File: src/rtl/core/ssao_pkg.sv
// ssao_pkg: shared types, constants and fixed-point helpers for the speed and angle observer
// no dependencies; imported by every module in rtl/core
package ssao_pkg;

  // apb address width, registers at byte address 4*i
  localparam int ADDR_W = 5;

  // angle wrap constants, q16.16
  localparam int Q_PI     = 205887;
  localparam int Q_TWO_PI = 411775;

  // restoring reduction steps: 2^(WRAP_STEPS) * two_pi covers the biased angle range
  localparam int WRAP_STEPS = 14;
  localparam int WRAP_CNT_W = 4;
  localparam int WRAP_W     = 33;

  // bias of 8192 * two_pi keeps the value to be reduced positive
  localparam logic signed [34:0] WRAP_BIAS = 35'sd3373260800;

  localparam logic signed [51:0] SAT_MAX = 52'sd2147483647;
  localparam logic signed [51:0] SAT_MIN = -52'sd2147483648;

  typedef enum logic [2:0] {
    REG_RESISTANCE = 3'd0,
    REG_Q_IND      = 3'd1,
    REG_INV_KE     = 3'd2,
    REG_PERIOD     = 3'd3,
    REG_BASE_BW    = 3'd4,
    REG_LAMBDA     = 3'd5
  } reg_idx_t;

  typedef struct packed {
    logic [31:0] stator_resistance;
    logic [31:0] q_inductance;
    logic [31:0] inverse_emf_constant;
    logic [31:0] sample_period;
    logic [31:0] base_bandwidth;
    logic [3:0]  lambda_gain;
  } cfg_t;

  // request to the shared multiplier
  typedef struct packed {
    logic              en;
    logic signed [32:0] a;
    logic signed [32:0] b;
  } mul_req_t;

  function automatic logic signed [31:0] sat32(input logic signed [51:0] v);
    if (v > SAT_MAX) begin
      return 32'sh7fffffff;
    end else if (v < SAT_MIN) begin
      return 32'sh80000000;
    end
    return v[31:0];
  endfunction

  // round half up, then floor shift by 16
  function automatic logic signed [49:0] rnd16(input logic signed [65:0] p);
    logic signed [65:0] t;
    t = p + 66'sd32768;
    return t[65:16];
  endfunction

  // round half up, then floor shift by 32
  function automatic logic signed [33:0] rnd32(input logic signed [65:0] p);
    logic signed [65:0] t;
    t = p + 66'sd2147483648;
    return t[65:32];
  endfunction

endpackage

File: src/rtl/core/ssao_mul.sv
// ssao_mul: shared 33 x 33 signed multiplier with registered product
// depends on ssao_pkg (mul_req_t)
module ssao_mul (
  input  logic                clk,
  input  ssao_pkg::mul_req_t  req,
  output logic signed [65:0]  prod
);
  import ssao_pkg::*;

  always_ff @(posedge clk) begin
    if (req.en) begin
      prod <= req.a * req.b;
    end
  end

endmodule

File: config.mk
export PLATFORM = sky130hd
export DESIGN_NAME = ssao_mul
export DESIGN_NICKNAME = d
export VERILOG_FILES = /design/src/rtl/core/ssao_pkg.sv /design/src/rtl/core/ssao_mul.sv
export SDC_FILE = /design/constraint.sdc
export NUM_CORES = 2
export LEC_CHECK = 0
export ABC_AREA = 1
export BUFFER_PORTS_ARGS = -buffer_cell sky130_fd_sc_hd__buf_2
export CORE_ASPECT_RATIO = 1.25
export CORE_MARGIN = 1.5
export CORE_UTILIZATION = 55
export DETAILED_ROUTE_END_ITERATION = 6
export PLACE_DENSITY = 0.84
export SYNTH_ARGS = -nofsm -noshare
export SYNTH_HDL_FRONTEND = slang
export SYNTH_SLANG_ARGS = --single-unit
File: constraint.sdc
create_clock -name clk -period 7.44 [get_ports clk]
set_input_delay 0.744 -clock clk [delete_from_list [all_inputs] [get_ports clk]]
set_output_delay 0.744 -clock clk [all_outputs]
set_load 0.02 [all_outputs]
# Word-level counts from Yosys, hierarchy flattened
# Cells that the tools add are included.
[totals] word_cells=2 mem_count=0 out_inout_bits=66 latch_bits=0 inputBits=68 ramBits=0 rom_bits=0 regBits=66
[op_classes] n_shift=0 bitwise_logic=0 div_mod_pow=0 n_mux=0 n_eq_ne=0 n_reduce_logical=0 mul=1 n_addsub=0 magnitude_cmp=0
[ops] operator="33-bit by 33-bit multiplier with 66-bit output" count=1

# Logic depth before layout (Yosys ltp)
[logic_depth] ltp_word=1 ltp_mapped=34 depth_no_buf=32

# Worst setup path before layout
# OpenSTA, ideal clock, no wires.
[synth_path] path_kind="input -> register" from="input req[65] (netlist bit)" to="register prod[60], data pin" path_stages=23 setup_slack_ns=-0.200 arrival_ns=7.387 required_ns=7.187 setup_time_ns=0.253 path_cell_list="clkbuf_1 -> clkbuf_1 -> nand2_1 -> inv_1 -> fa_1 -> fa_1 -> fa_1 -> fa_1 -> inv_1 -> fa_1 -> fa_1 -> fa_1 -> fa_1 -> inv_1 -> ha_1 -> nand2_1 -> nor2_1 -> inv_1 -> nor3_1 -> nand2_1 -> and2_0 -> nand4_1 -> nand2_1"
[synth_via] elab_chain_len=1
[synth_rtl] item="from (decl)" line_no="ssao_mul.sv:5" rtl="input ssao_pkg::mul_req_t req,"
[synth_rtl] item="33-bit by 33-bit multiplier with 66-bit output" line_no="ssao_mul.sv:12" rtl="prod <= req.a * req.b;"
[synth_rtl] item="to (signal assigned)" line_no="ssao_mul.sv:12"
[synth_rtl] item="to (decl)" line_no="ssao_mul.sv:6" rtl="output logic signed [65:0] prod"
# Every way passes these cells.
# A chain may end at the register's enable or synchronous reset.

# Worst setup path after layout
[layout_path] from="input req[60] (netlist bit)" to="register prod[33], data pin"
# The elaborated chain is that of the path after synthesis.

==> metrics.cfg <==
[place]
place.port_buffers = 133
finalWeightedCongestion = 0.983
hpwl_um = 113000
dp_cells = 6890

[drt]
first_pass_iters = 6
routed_wirelength_um = 131000
ant_nets = 0
via_per_inst = 5.22
drtIter0Drc = 2657
drc_errors = 0
avgRoutedWirePerCell_um = 19.0
dr_total_vias = 36074

[cts]
h-tree-depth = 3
clockBufferDepth = 2
cts_tree = built
clk_pin_slew_ns = 0.06
cts-root-buf = clkbuf_16
cts_buffers = 9
clock_sink_count = 66
holdBufCountCts = 0

[synth]
syn_inst = 5543
synth_fp_nets = 6973
synth.cell_area_um2 = 43800
synth.yosys.seq_area_share = 0.0452
ys_warn_count = 0
synth-seq-cells = 66
yosys.cell_types.count = 35
syn_area_per_cell_um2 = 7.91

[worst_setup_path]
end_kind = flop
crit_fanout = 9
startpoint = req[60]
endpoint = prod[33]
critPathKind = input port to flop
crit_arrival_ns = 7.46
crit_path_start_kind = input port
critical_path_required_ns = 7.59

[outcome]
status = completed

[sta]
slew_headroom = 0.375
worstMarginPinSlew_ns = 0.938
slew_viol_final = 0
hold_violations = 0
rsz0062_at_grt = yes
totalNegativeSetupSlack_ns = 0
period_minus_slack_ns = 7.31
fmax_mhz = 137
setup_viol = 0
post-route-period-util = 0.983

[die]
io_pins = 134
rows = 115
core_um2 = 78900
die_x_um = 256
floorplan.initialDensity = 0.556
die_h_um = 319
dieArea_um2 = 81400

[layout]
largest_reg_flops = 66
regMostFlops = prod
fin_cells = 6916
final_cell_mix = inv_1 (1889), nand2_1 (1510), fa_1 (1136), buf_4 (385), ha_1 (204)
layout.cells.most_common = inv_1
nets = 7287
largest_registers = prod (66)
area_growth_pct = 12.6
final_layout_size_suffix_gt1_frac = 0.122
fill_cells = 6245

[min_path]
worstHoldPathCells = 2
hp-class = input port to flop

[global_route]
gr-usage-met1 = 0.352
grt_max_degree = 67
grt_pass1_wl_um = 211000
overflow = 0
grt_pass1_vias = 40776
gr-usage-all-layers = 0.336
antenna_found_initial = 5
grt_util_met3 = 0.0695
grtUsageMet2 = 0.604
grt_busiest_layer = met2

[flow_run]
cap_violations = 0

## cell usage after synthesis (all sizes together)
cell	instances	area share
inv	1895	0.16
nand2	1534	0.13
fa	1145	0.52
clkbuf	262	0.022
ha	217	0.062
nor2	154	0.015
nand3	78	0.0098
edfxtp	66	0.045
a21oi	65	0.0078
xor2	37	0.0074
o21ai	23	0.0027
nand4	19	0.0027
o21bai	14	0.0024
nor3	8	0.0010
or2	6	0.00086
nor4	5	0.00086
xnor2	4	0.00080
and2	3	0.00043
nand3b	3	0.00051
a21o	2	0.00034
a21boi	1	0.00017
buf	1	0.000086
o21a	1	0.00017
## cell type report
cell class,count,area (um^2),share of cell area
tap,1053,1320,0.0267
clock buffer,9,225,0.00456
timing repair buffer,566,4600,0.0931
clock inverter,7,70.1,0.00142
antenna,1,2.50,0.0000507
sequential,66,1980,0.0401
inverter,1895,7120,0.144
multi-input combinational,3319,34000,0.690
## per-stage QoR
stage	cell area [um^2]	util	setup WS [ns]	hold WS [ns]
CTS	48900	0.620	0.0578	1.15
detailed placement	48600	0.616	-0.313	1.19
floorplan	43800	-	0.0152	0.856
global route	49400	0.626	-0.0667	1.18
global placement	48600	0.616	-0.237	1.19
finish	49400	0.626	0.127	1.15
## critical path: stages
cell and delay [ns]:
clkbuf_4 0.23, buf_12 0.20, nand2_1 0.06, inv_1 0.05, fa_1 0.51, inv_1 0.06
fa_1 0.52, inv_1 0.07, fa_1 0.54, inv_1 0.10, fa_1 0.55, inv_1 0.06
fa_1 0.48, fa_1 0.48, fa_1 0.53, inv_1 0.05, fa_1 0.51, inv_1 0.05
ha_1 0.34, nand2_1 0.12, nor2_1 0.24, nand2_1 0.19, nor2_1 0.24, nand2_1 0.10
nand2_2 0.14, xor2_1 0.28
## kinds of logic after synthesis
logic type	after synthesis	synth area share
fa+ha+maj	1362	0.585
buf+inv	2158	0.185
compound gates	106	0.0136
simple gates	1810	0.163
xor+xnor	41	0.00819
flops	66	0.0452
## layer usage
layer	up-vias	wire length (um)
met5	-	25
met4	4	10900
met2	1920	67700
met1	17792	42200
li1	15681	-
met3	677	10200
## how the worst min path moves through the flow
stage / from / end / slack [ns]
CTS: req[33] / prod[0] / 1.15
floorplan: req[66] / prod[0] / 0.86
detailed placement: prod[34] / prod[34] / 1.19
global route: req[33] / prod[0] / 1.18
finish: req[66] / prod[1] / 1.15
global placement: prod[17] / prod[17] / 1.19
## timing repair
item                       CTS  global route
resized for setup            0           123
setup buffers                0             8
setup endpoints to repair    0            42
Power is left out: the tool's default activity adds up to more than one toggle a clock period on the data nets, which glitch-free logic cannot reach.
