File: src/rtl/core/ssao_pkg.sv
// ssao_pkg: shared types, constants and fixed-point helpers for the speed and angle observer
// no dependencies; imported by every module in rtl/core
package ssao_pkg;

  // apb address width, registers at byte address 4*i
  localparam int ADDR_W = 5;

  // angle wrap constants, q16.16
  localparam int Q_PI     = 205887;
  localparam int Q_TWO_PI = 411775;

  // restoring reduction steps: 2^(WRAP_STEPS) * two_pi covers the biased angle range
  localparam int WRAP_STEPS = 14;
  localparam int WRAP_CNT_W = 4;
  localparam int WRAP_W     = 33;

  // bias of 8192 * two_pi keeps the value to be reduced positive
  localparam logic signed [34:0] WRAP_BIAS = 35'sd3373260800;

  localparam logic signed [51:0] SAT_MAX = 52'sd2147483647;
  localparam logic signed [51:0] SAT_MIN = -52'sd2147483648;

  typedef enum logic [2:0] {
    REG_RESISTANCE = 3'd0,
    REG_Q_IND      = 3'd1,
    REG_INV_KE     = 3'd2,
    REG_PERIOD     = 3'd3,
    REG_BASE_BW    = 3'd4,
    REG_LAMBDA     = 3'd5
  } reg_idx_t;

  typedef struct packed {
    logic [31:0] stator_resistance;
    logic [31:0] q_inductance;
    logic [31:0] inverse_emf_constant;
    logic [31:0] sample_period;
    logic [31:0] base_bandwidth;
    logic [3:0]  lambda_gain;
  } cfg_t;

  // request to the shared multiplier
  typedef struct packed {
    logic              en;
    logic signed [32:0] a;
    logic signed [32:0] b;
  } mul_req_t;

  function automatic logic signed [31:0] sat32(input logic signed [51:0] v);
    if (v > SAT_MAX) begin
      return 32'sh7fffffff;
    end else if (v < SAT_MIN) begin
      return 32'sh80000000;
    end
    return v[31:0];
  endfunction

  // round half up, then floor shift by 16
  function automatic logic signed [49:0] rnd16(input logic signed [65:0] p);
    logic signed [65:0] t;
    t = p + 66'sd32768;
    return t[65:16];
  endfunction

  // round half up, then floor shift by 32
  function automatic logic signed [33:0] rnd32(input logic signed [65:0] p);
    logic signed [65:0] t;
    t = p + 66'sd2147483648;
    return t[65:32];
  endfunction

endpackage

File: src/rtl/core/ssao_regs.sv
// ssao_regs: apb configuration registers of the observer
// depends on ssao_pkg (cfg_t, reg_idx_t, ADDR_W)
module ssao_regs (
  input  logic                        clk,
  input  logic                        rst,
  input  logic                        psel,
  input  logic                        penable,
  input  logic                        pwrite,
  input  logic [ssao_pkg::ADDR_W-1:0] paddr,
  input  logic [31:0]                 pwdata,
  output logic [31:0]                 prdata,
  output logic                        pready,
  output ssao_pkg::cfg_t              cfg
);
  import ssao_pkg::*;

  reg_idx_t idx;

  assign pready = 1'b1;
  assign idx    = reg_idx_t'(paddr[ADDR_W-1:2]);

  always_ff @(posedge clk) begin
    if (rst) begin
      cfg.stator_resistance    <= 32'd0;
      cfg.q_inductance         <= 32'd0;
      cfg.inverse_emf_constant <= 32'd65536;
      cfg.sample_period        <= 32'd0;
      cfg.base_bandwidth       <= 32'd0;
      cfg.lambda_gain          <= 4'd2;
    end else if (psel && penable && pwrite && pready) begin
      case (idx)
        REG_RESISTANCE: cfg.stator_resistance    <= pwdata;
        REG_Q_IND:      cfg.q_inductance         <= pwdata;
        REG_INV_KE:     cfg.inverse_emf_constant <= pwdata;
        REG_PERIOD:     cfg.sample_period        <= pwdata;
        REG_BASE_BW:    cfg.base_bandwidth       <= pwdata;
        REG_LAMBDA:     cfg.lambda_gain          <= pwdata[3:0];
        default: ;
      endcase
    end
  end

  always_comb begin
    case (idx)
      REG_RESISTANCE: prdata = cfg.stator_resistance;
      REG_Q_IND:      prdata = cfg.q_inductance;
      REG_INV_KE:     prdata = cfg.inverse_emf_constant;
      REG_PERIOD:     prdata = cfg.sample_period;
      REG_BASE_BW:    prdata = cfg.base_bandwidth;
      REG_LAMBDA:     prdata = {28'd0, cfg.lambda_gain};
      default:        prdata = 32'd0;
    endcase
  end

endmodule

File: config.mk
export PLATFORM = sky130hd
export DESIGN_NAME = ssao_regs
export DESIGN_NICKNAME = d
export VERILOG_FILES = /design/src/rtl/core/ssao_pkg.sv /design/src/rtl/core/ssao_regs.sv
export SDC_FILE = /design/constraint.sdc
export NUM_CORES = 1
export LEC_CHECK = 0
export ABC_AREA = 1
export BUFFER_PORTS_ARGS = -buffer_cell sky130_fd_sc_hd__buf_2
export CORE_MARGIN = 3
export CORE_UTILIZATION = 45
export CTS_CLUSTER_SIZE = 28
export DETAILED_ROUTE_END_ITERATION = 8
export HOLD_SLACK_MARGIN = 0.12
export PLACE_DENSITY = 0.74
export SYNTH_ARGS = -nofsm -noshare
export SYNTH_HDL_FRONTEND = slang
export SYNTH_SLANG_ARGS = --single-unit
export TNS_END_PERCENT = 5
File: constraint.sdc
create_clock -name clk -period 1.2 [get_ports clk]
set_clock_uncertainty 0.05 [all_clocks]
set_input_delay 0.06 -clock clk [delete_from_list [all_inputs] [get_ports clk]]
set_output_delay 0.06 -clock clk [all_outputs]
set_load 0.02 [all_outputs]
=== After elaboration in Yosys (flattened, before gate mapping) ===
Cells that the tools add are included.

* Equal/unequal tests: 5
* Muxes and demuxes: 1
* Reductions and logical operators: 9

{| class="wikitable"
|+ Operators with widths
! operator !! count
|-
| 32-bit one-hot mux with 6 select lines || 1
|-
| 2-bit AND reduction || 6
|-
| 3-bit by 2-bit == test with 1-bit output (second input constant) || 2
|-
| 3-bit == test (second input constant) || 2
|-
| 3-bit by 1-bit == test with 1-bit output (second input constant) || 1
|-
| 3-bit logical NOT || 1
|-
| 1-bit logical AND || 2
|}

* Bits in registers: 164
* Input port bits: 42
* Output and inout port bits: 197
* Logic and storage cells: 21

=== Longest topological paths before layout ===
* Depth in word-level cells: 3
* Mapped depth: 9
* Depth with buffers taken out: 7

=== Worst setup path before layout ===
Ideal clock, no wire load.

* Path type: input port to output port
* From: input paddr[3] in the netlist's numbering
* To: output prdata[0]
* Arrival: 1.037 ns
* Slack: 0.053 ns
* Stages: 8
* Buffers on the path: 3
* Cell sequence: buf_4 inv_2 buf_2 buf_2 nand4_1 nand2_1 nor2_1 nand2_1

* Word-level cells in the longest chain between the ends: 2
* Elaborated cells between the ends (all ways): 7

{| class="wikitable"
|+ RTL lines
! what !! line !! RTL
|-
| from (decl) || ssao_regs.sv:9 || <nowiki>input logic [ssao_pkg::ADDR_W-1:0] paddr,</nowiki>
|-
| 3-bit == test (tied with other cells) || ssao_regs.sv:44 || <nowiki>case (idx)</nowiki>
|-
| 32-bit one-hot mux with 6 select lines * || ssao_regs.sv:44 ||
|-
| to (decl) || ssao_regs.sv:11 || <nowiki>output logic [31:0] prdata,</nowiki>
|}

Every way passes the cells marked *; elsewhere a longest branch is shown, timed or not.

=== Final worst setup path ===
* From: register cfg[127] in the netlist's numbering
* To: output prdata[27]

* Word-level cells in the longest chain between the ends: 1

{| class="wikitable"
|+ RTL lines
! what !! line !! RTL
|-
| from (decl) || ssao_regs.sv:13 || <nowiki>output ssao_pkg::cfg_t cfg</nowiki>
|-
| 32-bit one-hot mux with 6 select lines || ssao_regs.sv:44 ||
|}

Every way passes these cells.

==> reports/qor.yml <==
critical_path:
  reg2reg_slack_ns: 0.44
  critical_path.max_stage_delay_ns: 0.35
  start_kind: "flip-flop"
  slowest_stage: "dfxtp_2"
  end_kind: "output pin"
  cp_common_cell: "nand2_1"
  worstSetupPathType: "reg -> out"
  crit_arrival_ns: 1.27
  worstPathMaxFanout: 2
  critPathRequiredTime_ns: 1.09
  crit_chain: "nand4_1 -> nand2_1 -> nor2_1 -> nand2_1 -> buf_6"
timing:
  setup_viol: 32
  whs_ns: 0.1494
  fin_ws_ns: -0.1831
  finalCritPeriodShare_pct: 115.3
  period_needed_ns: 1.383
  fmaxAchievable_mhz: 723.0
  final_max_slew_viol_count: 0
  hold_violations: 0
  rsz0062_at_grt: "yes"
hold_path:
  hold_class: "in -> reg"
power_and_ir_drop:
  finalPower_uw: 12640
  cellLeakagePower_uw: 0.005550
  peakVddDrop_uv: 967.7
  pwr-share-seq_pct: 44.1
  p_sw_share_pct: 24.87
  pwr_density_cell_mw_per_mm2: 1129
  p_int_uw: 9498
  p_switching_uw: 3144
  p_clk_share_pct: 44.6
  combPwrFrac_pct: 11.2
global_routing:
  grt_pass1_wl_um: 44110
  grt_pass1_vias: 8384
  grtUsageTotal_pct: 27.36
  grt_max_degree: 61
  grt-ovfl-total: 0
  grt_antenna_before_repair: 1
run_status:
  violations: "setup timing"
  status: "finished with violations"
placement:
  detailedPlace.worstSlack_ns: -0.1302
  port_buffers: 235
  hpwl_um: 19010
  gp_congestion: 0.8420
  placed_area_mm2: 0.01008
cells_and_area:
  nets: 1631
  n_antenna_cell: 0
  largest_register_ffs: 164
  largestRegisters: "cfg x164"
  area_growth_pct: 37.14
  fin_area_mm2: 0.01120
  drive_gt1_share_pct: 26.72
  regMostFlops: "cfg"
floorplan:
  top_level_ports: 239
  row_count: 48
  coreArea_mm2: 0.01754
  die_width_um: 140.7
  start_util_pct: 46.57
  die_area_mm2: 0.01980
  die_h_um: 140.7
logic_synthesis:
  synth.top_cell.area_share_pct: 40.20
  ys.flop_type: "dfxtp_1"
  synthCells: 1320
  synthesis.nets: 1362
  synth-edff-count: 0
  yosys.area.top_type: "dfxtp_1"
  netlist_top_cells_count: "405 x nor2_1, 331 x nand2_1, 164 x dfxtp_1"
  synth.most_common_cell: "nor2_1"
  syn_area_mm2: 0.008167
  ys_warn_count: 0
  ys_ff_latch: 164
  syn_area_per_cell_um2: 6.187
  synth_area_leaders: "dfxtp_1 40%, nor2_1 19%, nand2_1 15%"
  synth_cell_types: 20
  async_flop_share_pct: 0
  synth-seq-area-share_pct: 40.20
cts:
  numCtsBuffers: 17
  cts_sinks: 164
  clk_latency_ns: 0.42
  cts_buffer_depth: 2
  clk_pin_slew_ns: 0.06
  clock-root-buffer: "clkbuf_16"
  cts_tree: "done"
  htreeDepth: 4
flow_run:
  drv_cap: 0
detailed_routing:
  detail_route.iter0.violations: 879
  wl_per_cell_um: 15.27
  drc: 0
  totalWireLength_um: 27910
  antenna_left: 0
  firstDrtPassIters: 4
  vias_per_cell: 5.039
  num_vias: 9207
-- path summary, 6_finish.rpt --
| check | depth (start not counted) | from | endpoint |
|---|---|---|---|
| max | 5 | cfg[127] | prdata[27] |
| min | 5 | penable | cfg[84] |
| max reg2reg | 3 | cfg[127] | cfg[127] |
| min reg2reg | 2 | cfg[116] | cfg[116] |
-- cells in the final DEF, fill, tap and decap left out, types with 29 or more instances in the layout --
master         instances
dfxtp_2               58
nand4_1               42
buf_2                220
nand2_1              330
inv_1                 96
dfxtp_1              106
nor2_1               393
buf_12                29
nand3_1              159
dlygate4sd3_1         33
buf_4                 52
-- logic make-up (layout without fill, tap and decap cells) --
kind of cell           Yosys count  in the layout  synth area share, %
DFF                            164            164                40.20
buffers and inverters          192            474                10.53
AOI/OAI and AO/OA               10             10               0.6129
and+or+nand+nor                953            953                48.61
other                            1              1              0.04592
-- cell type report --
class                      instances  area, um^2
fill                            1592        6337
multi-input combinational        964        4091
sequential                       164        3356
timing repair buffer             341        2481
clock buffer                      24       481.7
inverter                         101       384.1
tap                              225       281.5
clock inverter                     8       123.9
-- stage by stage --
| step | std cells | util (%) | setup TNS (ns) |
|---|---|---|---|
| floorplan | 1320 | - | 0 |
| global placement | 1761 | 57.51 | -4.743 |
| detailed placement | 1761 | 57.51 | -8.753 |
| CTS | 1827 | 63.53 | -4.480 |
| global route | 1827 | 63.86 | -6.460 |
| finish | 1827 | 63.86 | -4.027 |
-- power by group through the flow --
stage               logic [uW]  clock network [uW]  registers [uW]
floorplan                  683                   0            5770
global placement          1290                   0            5690
detailed placement        1310                   0            5690
CTS                       1410                5680            5580
global route              1550                5930            5580
finish                    1420                5640            5580
-- per-layer routing --
metal | GRT usage (%) | vias to the layer above | wire [um]
met4 | 8.771 | 2 | 693
met1 | 36.61 | 4132 | 11610
li1 | - | 4612 | -
met3 | 5.936 | 49 | 2618
met5 | 0 | - | 13
met2 | 44.20 | 412 | 12970
-- critical path, delay by kind of cell, from the launching register on --
family	cells	cell delay [ns]
buffers and inverters	1	0.12
DFF	1	0.35
and+or+nand+nor	4	0.39
-- repair_timing --
action,CTS,global route
gates resized for setup,61,32
endpoints found under the setup margin,32,34
pin swaps,7,2
buffers inserted,1,0
hold endpoints to repair,164,0
hold buffers,33,0
Note: power is estimated with default switching activity, not from simulation.
