[src/rtl/core/ssao_pkg.sv]
// ssao_pkg: shared types, constants and fixed-point helpers for the speed and angle observer
// no dependencies; imported by every module in rtl/core
package ssao_pkg;

  // apb address width, registers at byte address 4*i
  localparam int ADDR_W = 5;

  // angle wrap constants, q16.16
  localparam int Q_PI     = 205887;
  localparam int Q_TWO_PI = 411775;

  // restoring reduction steps: 2^(WRAP_STEPS) * two_pi covers the biased angle range
  localparam int WRAP_STEPS = 14;
  localparam int WRAP_CNT_W = 4;
  localparam int WRAP_W     = 33;

  // bias of 8192 * two_pi keeps the value to be reduced positive
  localparam logic signed [34:0] WRAP_BIAS = 35'sd3373260800;

  localparam logic signed [51:0] SAT_MAX = 52'sd2147483647;
  localparam logic signed [51:0] SAT_MIN = -52'sd2147483648;

  typedef enum logic [2:0] {
    REG_RESISTANCE = 3'd0,
    REG_Q_IND      = 3'd1,
    REG_INV_KE     = 3'd2,
    REG_PERIOD     = 3'd3,
    REG_BASE_BW    = 3'd4,
    REG_LAMBDA     = 3'd5
  } reg_idx_t;

  typedef struct packed {
    logic [31:0] stator_resistance;
    logic [31:0] q_inductance;
    logic [31:0] inverse_emf_constant;
    logic [31:0] sample_period;
    logic [31:0] base_bandwidth;
    logic [3:0]  lambda_gain;
  } cfg_t;

  // request to the shared multiplier
  typedef struct packed {
    logic              en;
    logic signed [32:0] a;
    logic signed [32:0] b;
  } mul_req_t;

  function automatic logic signed [31:0] sat32(input logic signed [51:0] v);
    if (v > SAT_MAX) begin
      return 32'sh7fffffff;
    end else if (v < SAT_MIN) begin
      return 32'sh80000000;
    end
    return v[31:0];
  endfunction

  // round half up, then floor shift by 16
  function automatic logic signed [49:0] rnd16(input logic signed [65:0] p);
    logic signed [65:0] t;
    t = p + 66'sd32768;
    return t[65:16];
  endfunction

  // round half up, then floor shift by 32
  function automatic logic signed [33:0] rnd32(input logic signed [65:0] p);
    logic signed [65:0] t;
    t = p + 66'sd2147483648;
    return t[65:32];
  endfunction

endpackage

[src/rtl/core/ssao_wrap.sv]
// ssao_wrap: iterative restoring reduction of the biased angle modulo two_pi
// depends on ssao_pkg (wrap constants)
module ssao_wrap (
  input  logic                      clk,
  input  logic                      rst,
  input  logic                      start,
  input  logic [ssao_pkg::WRAP_W-1:0] value,
  output logic                      done,
  output logic signed [18:0]        angle
);
  import ssao_pkg::*;

  logic [WRAP_W-1:0]     rem;
  logic [WRAP_CNT_W-1:0] cnt;
  logic                  busy;
  logic [WRAP_W-1:0]     step_sub;
  logic signed [19:0]    centered;

  // one shifted multiple of two_pi per cycle, largest first
  assign step_sub = WRAP_W'(Q_TWO_PI) << cnt;
  assign centered = $signed({1'b0, rem[18:0]}) - 20'sd205887;
  assign angle    = centered[18:0];

  always_ff @(posedge clk) begin
    if (rst) begin
      busy <= 1'b0;
      done <= 1'b0;
    end else begin
      done <= 1'b0;
      if (start) begin
        rem  <= value;
        cnt  <= WRAP_CNT_W'(WRAP_STEPS - 1);
        busy <= 1'b1;
      end else if (busy) begin
        if (rem >= step_sub) begin
          rem <= rem - step_sub;
        end
        if (cnt == '0) begin
          busy <= 1'b0;
          done <= 1'b1;
        end else begin
          cnt <= cnt - 1'b1;
        end
      end
    end
  end

endmodule

[config.mk]
export PLATFORM = sky130hd
export DESIGN_NAME = ssao_wrap
export DESIGN_NICKNAME = d
export VERILOG_FILES = /design/src/rtl/core/ssao_pkg.sv /design/src/rtl/core/ssao_wrap.sv
export SDC_FILE = /design/constraint.sdc
export NUM_CORES = 1
export LEC_CHECK = 0
export BUFFER_PORTS_ARGS = -buffer_cell sky130_fd_sc_hd__buf_2
export CORE_MARGIN = 2
export CORE_UTILIZATION = 55
export DETAILED_ROUTE_END_ITERATION = 6
export HOLD_SLACK_MARGIN = 0.08
export PLACE_DENSITY = 0.74
export SLEW_MARGIN = 10
export SYNTH_ARGS = -nofsm -noshare
export SYNTH_HDL_FRONTEND = slang
export SYNTH_SLANG_ARGS = --single-unit
[constraint.sdc]
create_clock -name clk -period 8.13 [get_ports clk]
set_clock_uncertainty 0.05 [all_clocks]
set_input_delay 2.439 -clock clk [delete_from_list [all_inputs] [get_ports clk]]
set_output_delay 2.439 -clock clk [all_outputs]
set_load 0.05 [all_outputs]
# Yosys cells after proc, flatten, opt, wreduce, memory -nomap -nowiden
# Index checks and enable logic that the tools add are counted.
[op_classes] div=0 bitwise_logic=2 add_sub_neg=3 magnitude_cmp=1 reduce_logical=6 mux=9 n_shift=1 multipliers=0 eq_ne=1
[ops] op="$mux 33" n=3
[ops] op="$ge 33x33->1" n=1
[ops] op="$shl 19x4->33 const A" n=1
[ops] op="$sub 33x33->33" n=1
[ops] op="$sub 19x18->19 const B" n=1
[ops] op="$mux 4" n=2
[ops] op="$reduce_and 3->1" n=2
[ops] op="$logic_not 4->1" n=1
[ops] op="$mux 1" n=4
[ops] op="$reduce_bool 2->1" n=2
[ops] op="$sub 4x1->4 const B" n=1
[ops] op="$reduce_or 3->1" n=1
[ops] op="$ne 2x2->1 const B" n=1
[ops] op="$not 1->1" n=2
[word_totals] register_bits=39 latch_bits=0 romBits=0 ram_bits=0 mem_count=0

# Logic depth before layout (Yosys ltp)
[logic_depth] depth_word=5 ltp_mapped=17 ltp_nobuf=15

# Worst setup path before layout
# No wires, ideal clock.
[synth_path] kind="input-to-reg" startpoint="input port start" endpoint="register rem[0] (enable)" t_required_ps=7637 setup_ps=443 stages=4 setup_slack_ps=2870 n_path_buf=2 arrival_ps=4766 path_cell_list="clkbuf_1 > clkbuf_1 > o21bai_1 > a31oi_1"
[synth_via] elab_chain_cells=2 word_cells_on_any_way=3 classes_between="3 x reduce/logical"
[synth_rtl] element="start, declared" line_no="ssao_wrap.sv:6" source="input logic start,"
[synth_rtl] element="$reduce_bool 2->1 (no line)"
[synth_rtl] element="$reduce_and 3->1 (no line) *"
[synth_rtl] element="end signal, assigned" line_no="ssao_wrap.sv:31" source="rem <= value;"
[synth_rtl] element="end signal, assigned" line_no="ssao_wrap.sv:36" source="rem <= rem - step_sub;"
[synth_rtl] element="end, declared" line_no="ssao_wrap.sv:13" source="logic [WRAP_W-1:0] rem;"
# Mark *: on every way between the ends. The rest lies on a longest branch, timed or not.
# A chain may end at the register's enable or synchronous reset.

# Final worst setup path
[layout_path] startpoint="register rem[1]" endpoint="output port angle[18]"
[layout_via] elab_chain_cells=1
[layout_rtl] element="$sub 19x18->19" line_no="ssao_wrap.sv:21" source="assign centered = $signed({1'b0, rem[18:0]}) - 20'sd205887;"
[layout_rtl] element="end, declared" line_no="ssao_wrap.sv:9" source="output logic signed [18:0] angle"
# Every way passes these cells.

==> results.json <==
{
  "async_flop_share_pct": 0,
  "hp-start": "busy",
  "drtIter0Drc": 293,
  "clock-sinks": 39,
  "fmax_ghz": 0.197,
  "boundaryPins": 56,
  "die_h_um": 92.2,
  "synth_compound_area_share_pct": 25.3,
  "avgSynthCellArea_um2": 7.92,
  "hold_viol": 0,
  "seqPwrFrac_pct": 30.8,
  "wl_per_cell_um": 15.6,
  "grt_pass1_vias": 3760,
  "end_kind": "output port",
  "drive_gt1_share_pct": 15.2,
  "numCtsBuffers": 5,
  "critPathMaxStageDelay_ns": 0.48,
  "ys_types": 60,
  "criticalPathCategory": "reg2out",
  "ctsHoldBuffers": 0,
  "yosys.area.top_type": "edfxtp_1",
  "cts_tree": "yes",
  "synth-simple-area-share_pct": 21.4,
  "syn_to_final_growth_pct": 10.1,
  "die_w_um": 92.2,
  "grt_pass1_wl_um": 17600,
  "grt_antenna_before_repair": 0,
  "synth_edf_count": 37,
  "gr-total-overflow": 0,
  "synthTopCellsByArea": "edfxtp_1, ha_1, nand2_1",
  "syn-num-nets": 619,
  "placementRows": 32,
  "r2r_slack_ns": 3.19,
  "synthMostInstantiatedCell": "nand2_1",
  "p_sw_mw": 0.379,
  "multi_input_area_um2": 2990,
  "peakVddDrop_mv": 0.0999,
  "period_minus_slack_ns": 5.07,
  "status": "finished, final reports clean",
  "power_density_nw_per_um2": 188,
  "p_leak_nw": 1.98,
  "slew_headroom_pct": 20.4,
  "cp_slowest_cell": "edfxtp_1",
  "grt_usage_pct": 25.8,
  "synth_commonest_cells": "nand2_1, o21ai_0, a21oi_1, ha_1, nor2_1",
  "synth_top_family_by_area": "compound AO/OA/AOI/OAI gates",
  "netlist_area_um2": 4280,
  "antenna_cells": 0,
  "clk_path_buf_depth": 2,
  "hold_depth": 1,
  "reg2reg_depth": 11,
  "critical_path_arrival_ns": 2.58,
  "port-buffer-count": 55,
  "pre_cts_slack_ns": 3.29,
  "combPwrFrac_pct": 49.8,
  "drc": 0,
  "hold_class": "reg2reg",
  "start_kind": "register",
  "dp_hpwl_um": 8280,
  "grt_max_degree": 72,
  "min_to": "done",
  "worstPathRequired_ns": 5.64,
  "r2r-start": "cnt[3]",
  "fin_nets": 657,
  "path_clk_slew_ns": 0.08,
  "synth_top_area_share_pct": 26.0,
  "max-cap-violations": 0,
  "yosys_warnings": 0,
  "finalSetupViolations": 0,
  "tns_ns": 0,
  "totalWireLength_um": 10600,
  "synthXorXnorAreaFrac_pct": 8.80,
  "ant_nets": 0,
  "synth-seq-cells": 39,
  "rsz0062_at_grt": "false",
  "report.power.total_mw": 0.887,
  "swShare_pct": 42.8,
  "post_cts_buffers": 0,
  "intPower_mw": 0.507,
  "synthAdderAreaFrac_pct": 12.8,
  "worstMarginPinSlew_ns": 1.19,
  "clkPwrFrac_pct": 19.4,
  "crit_fanout": 5,
  "synth_flop_cell": "edfxtp_1",
  "die_area_um2": 8500,
  "initial_core_util_pct": 55.9,
  "cts_max_level": 2,
  "gp_congestion": 0.952,
  "cts_root_buffer": "clkbuf_8",
  "synthMuxAreaShare_pct": 1.20,
  "r2r_end": "rem[25]",
  "ys_seq_area_share_pct": 26.9,
  "synthCells": 540,
  "num_vias": 3984,
  "n_fill_cell": 716,
  "slew_violations": 0,
  "dr.pass1.iters": 7,
  "layout_setup_ws_ns": 3.06,
  "coreArea_um2": 7650,
  "clock_latency_ns": 0.30,
  "crit_chain": "ha_1 -> and3_2 -> nand2b_1 -> and2_1 -> o31ai_2 -> nand2_1 -> nand3_1 -> xor2_1 -> buf_2",
  "viasPerCell": 5.85,
  "post_cts_resized": 0,
  "regArea_um2": 1150,
  "period_share_pct": 62.4
}
[sequential cells by signal, indices dropped and copies added (netlist names)]
| signal | flops |
|---|---|
| cnt | 4 |
| rem | 33 |
| busy | 1 |
| done | 1 |
[worst max-delay path, delay by kind of cell, from the launching register on]
family          cells  cell delay [ns]
buf+inv             1             0.27
compound gates      1             0.27
xor+xnor            1             0.13
fa+ha+maj           1             0.26
flops               1             0.48
simple gates        5             0.87
[per-stage QoR]
step           util, %  area, um^2  hold WS (ns)  std cells
6_report          61.6        4710         0.449        681
5_1_grt           61.6        4710         0.462        681
4_1_cts           61.6        4710         0.454        681
3_5_place_dp      60.1        4590         0.443        673
3_3_place_gp      60.1        4590         0.431        673
2_1_floorplan        -        4280         0.421        540
[how the worst max path moves through the flow]
stage / startpoint / endpoint / slack, ns
after global placement: rem[1] / angle[18] / 3.38
after global routing: cnt[3] / rem[17] / 2.71
after CTS: rem[1] / angle[18] / 3.01
after detailed placement: cnt[3] / rem[7] / 3.29
after floorplan: start / rem[0] / 2.87
final: rem[1] / angle[18] / 3.06
[layout make-up]
class,instances,share of cell area [%]
timing repair buffer,56,6.00
clock buffer,6,1.75
multi-input combinational,464,63.4
sequential,39,24.4
inverter,12,0.956
tap,102,2.71
clock inverter,2,0.743
[power groups by stage]
stage	clock [mW]	sequential, mW	combinational, mW
5_1_grt	0.181	0.276	0.487
2_1_floorplan	0	0.269	0.351
3_3_place_gp	0	0.277	0.429
4_1_cts	0.177	0.273	0.439
3_5_place_dp	0	0.277	0.436
6_report	0.172	0.273	0.441
[routing by layer]
metal | global-route usage, % | share of wire [%]
met5 | 0 | 0
met4 | 8.08 | 2.0
met3 | 3.70 | 5.8
met2 | 45.5 | 48
met1 | 32.4 | 44
[cells by family after synthesis]
logic type | after synthesis
compound gates | 170
xor+xnor | 43
fa+ha+maj | 43
buf+inv | 37
flops | 39
mux | 5
simple gates | 203
[placed cells by master, fill, tap and decap left out, drive strengths merged, types with 5 or more instances in the layout]
| cell type | synthesis | layout |
|---|---|---|
| nor2 | 38 | 38 |
| o21a | 9 | 9 |
| nand4 | 10 | 10 |
| a21o | 15 | 15 |
| nand2 | 96 | 96 |
| a21oi | 46 | 46 |
| nand3 | 15 | 15 |
| inv | 10 | 10 |
| o22ai | 5 | 5 |
| xnor2 | 17 | 17 |
| clkbuf | 15 | 6 |
| o31ai | 5 | 5 |
| and3 | 6 | 6 |
| ha | 42 | 42 |
| xor2 | 26 | 26 |
| edfxtp | 37 | 37 |
| nor3 | 15 | 15 |
| buf | 10 | 56 |
| nand2b | 8 | 8 |
| o21ai | 60 | 60 |
| a31oi | 6 | 6 |
Power figures use the tool's default switching activity.
